--- config.mk ---
export PLATFORM = sky130hd
export DESIGN_NAME = gn3d_blend
export DESIGN_NICKNAME = d
export VERILOG_FILES = /design/src/sv/gradient_noise_3d_assert.svh /design/src/sv/gn3d_pkg.sv /design/src/sv/gn3d_blend.sv
export SDC_FILE = /design/constraint.sdc
export NUM_CORES = 2
export LEC_CHECK = 0
export BUFFER_PORTS_ARGS = -buffer_cell sky130_fd_sc_hd__clkbuf_2
export CAP_MARGIN = 0
export CORE_ASPECT_RATIO = 1.75
export CORE_MARGIN = 4
export CORE_UTILIZATION = 30
export CTS_CLUSTER_DIAMETER = 120
export DETAILED_ROUTE_END_ITERATION = 16
export GPL_ROUTABILITY_DRIVEN = 0
export GPL_TIMING_DRIVEN = 0
export PLACE_DENSITY_LB_ADDON = 0.05
export SYNTH_ARGS = -nofsm -noshare
export SYNTH_HDL_FRONTEND = slang
export SYNTH_SLANG_ARGS = --single-unit
--- constraint.sdc ---
create_clock -name clk_i -period 17.7 [get_ports clk_i]
set_clock_uncertainty 0.15 [all_clocks]
set_input_delay 0.885 -clock clk_i [delete_from_list [all_inputs] [get_ports clk_i]]
set_output_delay 0.885 -clock clk_i [all_outputs]
set_load 0.1 [all_outputs]
--- src/sv/gradient_noise_3d_assert.svh ---
// Assertion macros for the gradient noise block.
// Needs clk_i and rst_ni in the scope of each use.
`ifndef GRADIENT_NOISE_3D_ASSERT_SVH
`define GRADIENT_NOISE_3D_ASSERT_SVH

// Check an implication on every clock edge outside reset.
`define GN3D_ASSERT_IMP(lbl, pre, post, msg) \
  lbl: assert property (@(posedge clk_i) disable iff (!rst_ni) (pre) |-> (post)) \
    else $error(msg);

// Check an implication in the cycle after its condition.
`define GN3D_ASSERT_NEXT(lbl, pre, post, msg) \
  lbl: assert property (@(posedge clk_i) disable iff (!rst_ni) (pre) |=> (post)) \
    else $error(msg);

`endif

--- src/sv/gn3d_pkg.sv ---
// Shared constants, types and the gradient function of the gradient noise block.
// No dependencies.
package gn3d_pkg;

  localparam int TABLE_DEPTH = 4096;
  localparam int FRAC_BITS   = 16;
  localparam int ADDR_W      = $clog2(TABLE_DEPTH);
  localparam int HASH_W      = 11;
  localparam int COORD_W     = 32;
  localparam int OUT_W       = 18;
  localparam int M_W         = FRAC_BITS + 5;
  localparam int S_W         = M_W + 8;
  localparam int SH_R        = (FRAC_BITS > 16) ? FRAC_BITS - 16 : 0;
  localparam int SH_L        = (FRAC_BITS < 16) ? 16 - FRAC_BITS : 0;
  localparam int OUT_MIN     = -131072;
  localparam int OUT_MAX     = 131071;

  localparam logic FUNC_LOAD = 1'b0;
  localparam logic FUNC_EVAL = 1'b1;

  typedef enum logic [1:0] {
    ST_IDLE,
    ST_HASH,
    ST_BLEND,
    ST_OUT
  } state_e;

  typedef struct packed {
    logic              en;
    logic [ADDR_W-1:0] addr;
    logic [HASH_W-1:0] data;
  } ram_wr_t;

  typedef logic [3:0] hash_t;

  function automatic logic signed [M_W-1:0] grad(
    input hash_t                 h,
    input logic signed [M_W-1:0] x,
    input logic signed [M_W-1:0] y,
    input logic signed [M_W-1:0] z
  );
    logic signed [M_W-1:0] u;
    logic signed [M_W-1:0] v;
    u = (h < 4'd8) ? x : y;
    if (h < 4'd4) begin
      v = y;
    end else if (h inside {4'd12, 4'd14}) begin
      v = x;
    end else begin
      v = z;
    end
    return (h[0] ? -u : u) + (h[1] ? -v : v);
  endfunction

endpackage

--- src/sv/gn3d_blend.sv ---
// Blend unit: gradients, quintic fade and trilinear lerp on one shared multiplier.
// Depends on gn3d_pkg.
module gn3d_blend (
  input  logic                                clk_i,
  input  logic                                rst_ni,
  input  logic                                start_i,
  input  logic [gn3d_pkg::FRAC_BITS-1:0]      fx_i,
  input  logic [gn3d_pkg::FRAC_BITS-1:0]      fy_i,
  input  logic [gn3d_pkg::FRAC_BITS-1:0]      fz_i,
  input  gn3d_pkg::hash_t                     hash_i [8],
  output logic                                done_o,
  output logic signed [gn3d_pkg::OUT_W-1:0]   result_o
);
  import gn3d_pkg::*;

  localparam logic signed [M_W-1:0] One = M_W'(1) <<< FRAC_BITS;
  localparam logic [4:0] LastOp = 5'd18;

  logic                  busy_q, busy_d, phase_q, phase_d, done_q, done_d;
  logic [4:0]            op_q, op_d;
  logic signed [M_W-1:0] g_q [8];
  logic signed [M_W-1:0] lv_q [4];
  logic signed [M_W-1:0] fade_q [3];
  logic signed [M_W-1:0] inner_q, tt_q, p_q;
  logic signed [M_W-1:0] t [3];
  logic signed [M_W-1:0] x1, y1, z1, tcur, mul_a, mul_b;
  logic signed [2*M_W-1:0] prod;
  logic signed [OUT_W-1:0] res_q;
  logic signed [S_W-1:0]   r_s;
  logic [1:0]              ti;
  logic [1:0]              j;

  assign t[0] = M_W'(fx_i);
  assign t[1] = M_W'(fy_i);
  assign t[2] = M_W'(fz_i);
  assign x1 = t[0] - One;
  assign y1 = t[1] - One;
  assign z1 = t[2] - One;
  assign ti = op_q[3:2];
  assign j  = op_q[1:0];
  assign tcur = (ti == 2'd0) ? t[0] : ((ti == 2'd1) ? t[1] : t[2]);

  always_comb begin
    mul_a = tcur;
    mul_b = tcur;
    if (op_q < 5'd12) begin
      case (op_q[1:0])
        2'd0:    mul_b = M_W'(6 * tcur - 15 * One);
        2'd1:    mul_b = tcur;
        2'd2:    mul_a = tt_q;
        default: begin
          mul_a = tt_q;
          mul_b = inner_q;
        end
      endcase
    end else if (op_q < 5'd16) begin
      mul_a = fade_q[0];
      mul_b = g_q[{j, 1'b1}] - g_q[{j, 1'b0}];
    end else if (op_q < LastOp) begin
      mul_a = fade_q[1];
      mul_b = lv_q[{op_q[0], 1'b1}] - lv_q[{op_q[0], 1'b0}];
    end else begin
      mul_a = fade_q[2];
      mul_b = lv_q[1] - lv_q[0];
    end
  end

  assign prod = mul_a * mul_b;

  // Bring the final blend to 16 fraction bits.
  always_comb begin
    if (FRAC_BITS > 16) begin
      r_s = S_W'(lv_q[0] + p_q) >>> SH_R;
    end else begin
      r_s = S_W'(lv_q[0] + p_q) <<< SH_L;
    end
  end

  always_comb begin
    busy_d  = busy_q;
    op_d    = op_q;
    phase_d = phase_q;
    done_d  = 1'b0;
    if (!busy_q) begin
      if (start_i) begin
        busy_d  = 1'b1;
        op_d    = 5'd0;
        phase_d = 1'b0;
      end
    end else begin
      phase_d = !phase_q;
      if (phase_q) begin
        op_d = op_q + 5'd1;
        if (op_q == LastOp) begin
          busy_d = 1'b0;
          done_d = 1'b1;
        end
      end
    end
  end

  always_ff @(posedge clk_i or negedge rst_ni) begin
    if (!rst_ni) begin
      busy_q  <= 1'b0;
      phase_q <= 1'b0;
      op_q    <= 5'd0;
      done_q  <= 1'b0;
    end else begin
      busy_q  <= busy_d;
      phase_q <= phase_d;
      op_q    <= op_d;
      done_q  <= done_d;
    end
  end

  always_ff @(posedge clk_i) begin
    if (!busy_q && start_i) begin
      g_q[0] <= grad(hash_i[0], t[0], t[1], t[2]);
      g_q[1] <= grad(hash_i[1], x1,   t[1], t[2]);
      g_q[2] <= grad(hash_i[2], t[0], y1,   t[2]);
      g_q[3] <= grad(hash_i[3], x1,   y1,   t[2]);
      g_q[4] <= grad(hash_i[4], t[0], t[1], z1);
      g_q[5] <= grad(hash_i[5], x1,   t[1], z1);
      g_q[6] <= grad(hash_i[6], t[0], y1,   z1);
      g_q[7] <= grad(hash_i[7], x1,   y1,   z1);
    end else if (busy_q && !phase_q) begin
      p_q <= M_W'(prod >>> FRAC_BITS);
    end else if (busy_q) begin
      if (op_q < 5'd12) begin
        case (op_q[1:0])
          2'd0:    inner_q <= M_W'(p_q + 10 * One);
          2'd3:    fade_q[ti] <= p_q;
          default: tt_q <= p_q;
        endcase
      end else if (op_q < 5'd16) begin
        lv_q[j] <= g_q[{j, 1'b0}] + p_q;
      end else if (op_q < LastOp) begin
        lv_q[{1'b0, op_q[0]}] <= lv_q[{op_q[0], 1'b0}] + p_q;
      end else begin
        if (r_s < S_W'(OUT_MIN)) begin
          res_q <= OUT_W'(OUT_MIN);
        end else if (r_s > S_W'(OUT_MAX)) begin
          res_q <= OUT_W'(OUT_MAX);
        end else begin
          res_q <= OUT_W'(r_s);
        end
      end
    end
  end

  assign done_o   = done_q;
  assign result_o = res_q;

endmodule
Word level (Yosys, flattened, before mapping) --
Memories as Yosys holds them, arrays and structs flattened. Cells that the tools add are included.
Word-level totals: register bits 89, RAM bits 315, memories 3
Memories:
- g_q | depth 8, width 21, read ports 2, clocked after memory_dff 0, write ports 8, RTL line gn3d_blend.sv:21 | logic signed [M_W-1:0] g_q [8];
- lv_q | depth 4, width 21, read ports 4, clocked after memory_dff 0, write ports 1, RTL line gn3d_blend.sv:22 | logic signed [M_W-1:0] lv_q [4];
- fade_q | depth 3, width 21, read ports 3, clocked after memory_dff 0, write ports 1, RTL line gn3d_blend.sv:23 | logic signed [M_W-1:0] fade_q [3];
Cells by class: add/subtract/negate cells 36, multipliers 2, magnitude comparators 21, eq/ne operators 22, multiplexer cells 95, bitwise logic cells 6, reduce and logical (&&, ||, !) cells 24
Operator list (number):
- 2-to-1 mux 21 bit | 51
- negation 21 bit | 14
- adder 21 bit | 10
- 2-to-1 mux 16 bit | 7
- == test 4 bit (second input constant) | 16
- subtractor 21 bit | 3
- subtractor 16 x 17 -> 18 bit (second input constant) | 3
- negation 16 -> 21 bit | 2
- one-hot mux 21 bit (2 select lines) | 1
- multiplier 21 x 21 -> 37 bit | 1
- < comparator 4 x 3 -> 1 bit (second input constant) | 8
- < comparator 4 bit (second input constant) | 8
- 2-to-1 mux 1 bit | 31
- adder 21 x 21 -> 22 bit | 1
- greater-than comparator 22 x 18 -> 1 bit (second input constant) | 1
- < comparator 22 x 18 -> 1 bit (second input constant) | 1
- adder 21 bit (second input constant) | 1
- OR reduction 21 bit | 1
- subtractor 19 x 20 -> 21 bit (second input constant) | 1
- multiplier 2 x 16 -> 18 bit (first input constant) | 1
- 2-to-1 mux 18 bit | 1
- nonzero test 2 bit | 9
- 2-to-1 mux 5 bit | 3
- < comparator 5 bit (second input constant) | 2
- other kinds (15) | 29

Longest topological paths before layout --
word-level depth 10, mapped depth 48

Worst setup path before layout --
Ideal clock, no wire load.
kind register -> register, start reg op_q[0], end reg p_q[20], data pin, setup time 0.259 ns, arrival time 11.207 ns, slack 6.083 ns, cell stages (with the launch flop) 45, clock period less this slack 11.617 ns, cells stage by stage dfrtp_1 > clkbuf_1 > buf_1 > clkbuf_1 > clkbuf_1 > mux2i_1 > ha_1 > inv_1 > fa_1 > a211oi_1 > o21a_1 > o31ai_1 > a2111oi_0 > o21ai_0 > a21o_1 > a21oi_1 > xor2_1 > nand3_1 > [9 not listed] > inv_1 > fa_1 > inv_1 > ha_1 > a21o_1 > a21oi_1 > nor2b_1 > o21ai_0 > nand2b_1 > a21oi_1 > o21ai_0 > o21a_1 > a311o_1 > a21oi_1 > nor2b_1 > a31oi_1 > o21bai_1 > xnor2_1
On the way: longest elaborated chain between the ends 6, elaborated cells on any way between the ends 21, classes of those cells add/sub: 2; mul: 1; order compare: 3; eq/ne: 2; mux: 8; reduce/logical: 3; memory: 2
RTL lines:
- from (decl) | RTL line gn3d_blend.sv:20 | logic [4:0] op_q, op_d;
- from (signal assigned) | RTL line gn3d_blend.sv:111 | op_q <= op_d;
- memory (4 x 21 bit)
- subtractor 21 bit | RTL line gn3d_blend.sv:61 | mul_b = lv_q[{op_q[0], 1'b1}] - lv_q[{op_q[0], 1'b0}];
- 2-to-1 mux 21 bit | RTL line gn3d_blend.sv:59 | end else if (op_q < LastOp) begin
- 2-to-1 mux 21 bit | RTL line gn3d_blend.sv:56 | end else if (op_q < 5'd16) begin
- 2-to-1 mux 21 bit | RTL line gn3d_blend.sv:46 | if (op_q < 5'd12) begin
- multiplier 21 x 21 -> 37 bit * | RTL line gn3d_blend.sv:68 | assign prod = mul_a * mul_b;
- net prod[36] | RTL line gn3d_blend.sv:27 | logic signed [2*M_W-1:0] prod;
- to (signal assigned) | RTL line gn3d_blend.sv:127 | p_q <= M_W'(prod >>> FRAC_BITS);
- to (decl) | RTL line gn3d_blend.sv:24 | logic signed [M_W-1:0] inner_q, tt_q, p_q;
The timed path passes the listed nets; every way through them passes the cells marked *. A chain may end at the register's enable or synchronous reset.

Worst setup path after layout --
Same ends and word-level chain as after synthesis.

==> results.md <==
* Max layer used: met5
* Top cell type's share of synthesized area at 22.4%
* Hold Crit Class: input pin to register
* WP buf/inv at 8
* Routed len/inst at 30.0 um
* Wl on met1 at 82300 um
* Transition time of the tightest slew-check pin at 1670 ps
* Clock transition at path regs at 70 ps
* Synthesized area at 0.0531 sq mm
* CP Data Required Time at 17900 ps
* Ports at 102
* Syn nets at 6822
* Asr flop ratio synth at 1.98%
* ANT nets after route at 0
* Reg2reg start: op_q[0]
* Clock Latency Late Sink at 640 ps
* Synth cell count leaders: inv_1 (686), nand2_1 (686), fa_1 (423), ha_1 (398), edfxtp_1 (396)
* Hold path cells at 3
* Nets at 6978
* CP arrival at 16000 ps
* Cell mode on critical path: fa_1
* Root buffer cell: clkbuf_16
* Min-delay src: start_i
* Main synth FF type: edfxtp_1
* GRT Util Overall at 26.8%
* Post-synth EDFFs at 396
* Hold Path Sink: busy_q
* Core area at 0.175 sq mm
* RSZ-0062 raised after global routing: false
* Max-slew violation count at 31
* DIE AREA at 0.184 sq mm
* Die Y at 564 um
* Final total negative setup slack at 0 ps
* DP Area at 0.0568 sq mm
* Layout cell share with drive strength beyond 1 at 5.73%
* CP delay by family, top: compound AO/OA/AOI/OAI gates
* Max-cap viol count at 4
* Outcome: finished, violations left
* Slew HR at -11.4%
* Seq/Total Area, Yosys at 22.8%
* Maximum root-to-sink buffer count at 3
* Port-buffer cells at 78
* Via-to-Cell Ratio at 5.33
* Rows at 203
* Antenna violations before repair at 9
* Design area at 0.0583 sq mm
* # DRC at 0
* Crit. End Element: register
* Starting Density at 30.3%
* First-pass GRT wire length at 349000 um
* R2R depth at 43
* Final wirelength at 251000 um
* Hold slack at 376 ps
* Synth Instances at 5918
* Type of origin of the critical path: register
* Synth warnings at 0
* Cell accounting for the most synthesized area: edfxtp_1
* Vias at 44600
* RR Endpoint: p_q[20]
* Final setup vio count at 0
* Sink Count at 404
* Die width at 326 um
* CTS tree: built
* Unique masters post-synth at 86
* Hold Fails Final Rpt at 0
* Flop-to-flop setup slack at 1900 ps
* Yosys reg bits at 404
* Iter 0 DRT Violations at 3001
* Met3 WL post-DR at 8320 um
* Slowest stage delay, CP at 940 ps
* Failing checks: max-capacitance violations, max-slew violations
* Slowest CP cell: buf_1
* Met2 routed WL at 137000 um
* H-tree levels at 2
* Synth-to-Final Area Change at 9.90%
* DRT Pass-1 Iters at 6
* Largest net degree at the start of global routing at 33
* Crit Path Category: register to register
* FMAX at 63.3 MHz
* Avg Inst Size Synth at 8.96 sq um
* Overflow after GRT at 0
* Gates resized, CTS repair at 0
* Fin crit period at 15800 ps
* CP max FO at 10
* Area contributors post-synth: edfxtp_1 (22%), fa_1 (16%), ha_1 (9.4%)
* Vias in the first global route at 46900
* Post-DP HPWL at 210000 um
* Final period util at 89.3%
* Num CTS Buffers at 45
==> state kept, by name (all words and copies together) (netlist names) <==
name and cells:
inner_q 21, op_q 5, phase_q 1, result_o 18, p_q 21, busy_q 1, done_o 1, tt_q 21
fade_q 63, lv_q 84, g_q 168
==> per-layer routing <==
metal / vias up / track usage [%]
li1: 20500 / -
met1: 22300 / 25.6
met2: 1329 / 52.9
met3: 519 / 2.21
met4: 6 / 20.2
met5: - / 0
==> placed cells by master (no fill, tap or decap), types with 42 or more instances in the layout <==
cell type and count:
a211oi_1 69, a21o_1 84, a21oi_1 314, and2_1 60, and3_1 42, buf_1 44
clkbuf_1 284, clkbuf_16 45, clkbuf_2 79, edfxtp_1 396, fa_1 423, ha_1 398
inv_1 686, mux2i_1 258, mux4_2 42, nand2_1 686, nand2b_1 63, nand3_1 111
nor2_1 289, nor2b_1 103, nor3_1 107, o21ai_0 332, o21bai_1 87, xnor2_1 345
xor2_1 175
==> worst reg2reg max path: cells and delay by family (launching register included) <==
| kind | cells | cell delay, ps |
|---|---|---|
| AOI/OAI and AO/OA | 18 | 5300 |
| xor gates and xnor gates | 2 | 380 |
| adders and majority gates | 10 | 4780 |
| buffers and inverters | 8 | 3810 |
| DFF | 1 | 410 |
| muxes | 1 | 280 |
| and+or+nand+nor | 4 | 410 |
==> worst max-delay path by stage <==
stage | start | endpoint | slack [ps] | cells after the start
after floorplan | op_q[0] | p_q[20] | 6080 | 44
after detailed placement | op_q[0] | p_q[20] | 1700 | 43
after global routing | op_q[0] | p_q[20] | 1120 | 43
after global placement | op_q[0] | p_q[20] | 840 | 43
after CTS | op_q[0] | p_q[20] | 1590 | 43
final | op_q[0] | p_q[20] | 1900 | 43
==> cell families (layout without fill, tap and decap cells) <==
group / Yosys count / in the layout / synth area share (%)
mux: 340 / 340 / 7.50
compound gates: 1217 / 1217 / 14.6
simple gates: 1594 / 1594 / 13.8
buf+inv: 1019 / 1210 / 7.24
flops: 404 / 404 / 22.8
xor+xnor: 523 / 523 / 8.71
other cells: 0 / 5 / 0
fa+ha+maj: 821 / 821 / 25.3
==> final cells by class <==
class                   instances  area [sq um]
clock buffers                  52          1180
repair buffers                109           817
multi-input cells            4495         37200
clock inverters                30           333
diodes                          5          12.5
well taps                    2255          2820
fillers                     18700        117000
flip-flops and latches        404         12100
plain buffers                 332          1260
inverters                     687          2580
==> per-stage QoR <==
stage	utilization [%]	cells	setup WS, ps
after floorplan	-	5918	6080
after global placement	32.1	8251	843
after detailed placement	32.4	8281	1700
after CTS	33.3	8364	1590
after global routing	33.3	8365	1120
final	33.3	8369	1900
==> what timing repair did <==
| action | in CTS | in global routing |
|---|---|---|
| endpoints found under the hold margin | 8 | 0 |
| hold buffers | 1 | 0 |
| setup buffers | 0 | 0 |
Power is left out: the tool's default activity adds up to more than one toggle a clock period on the data nets, which glitch-free logic cannot reach.
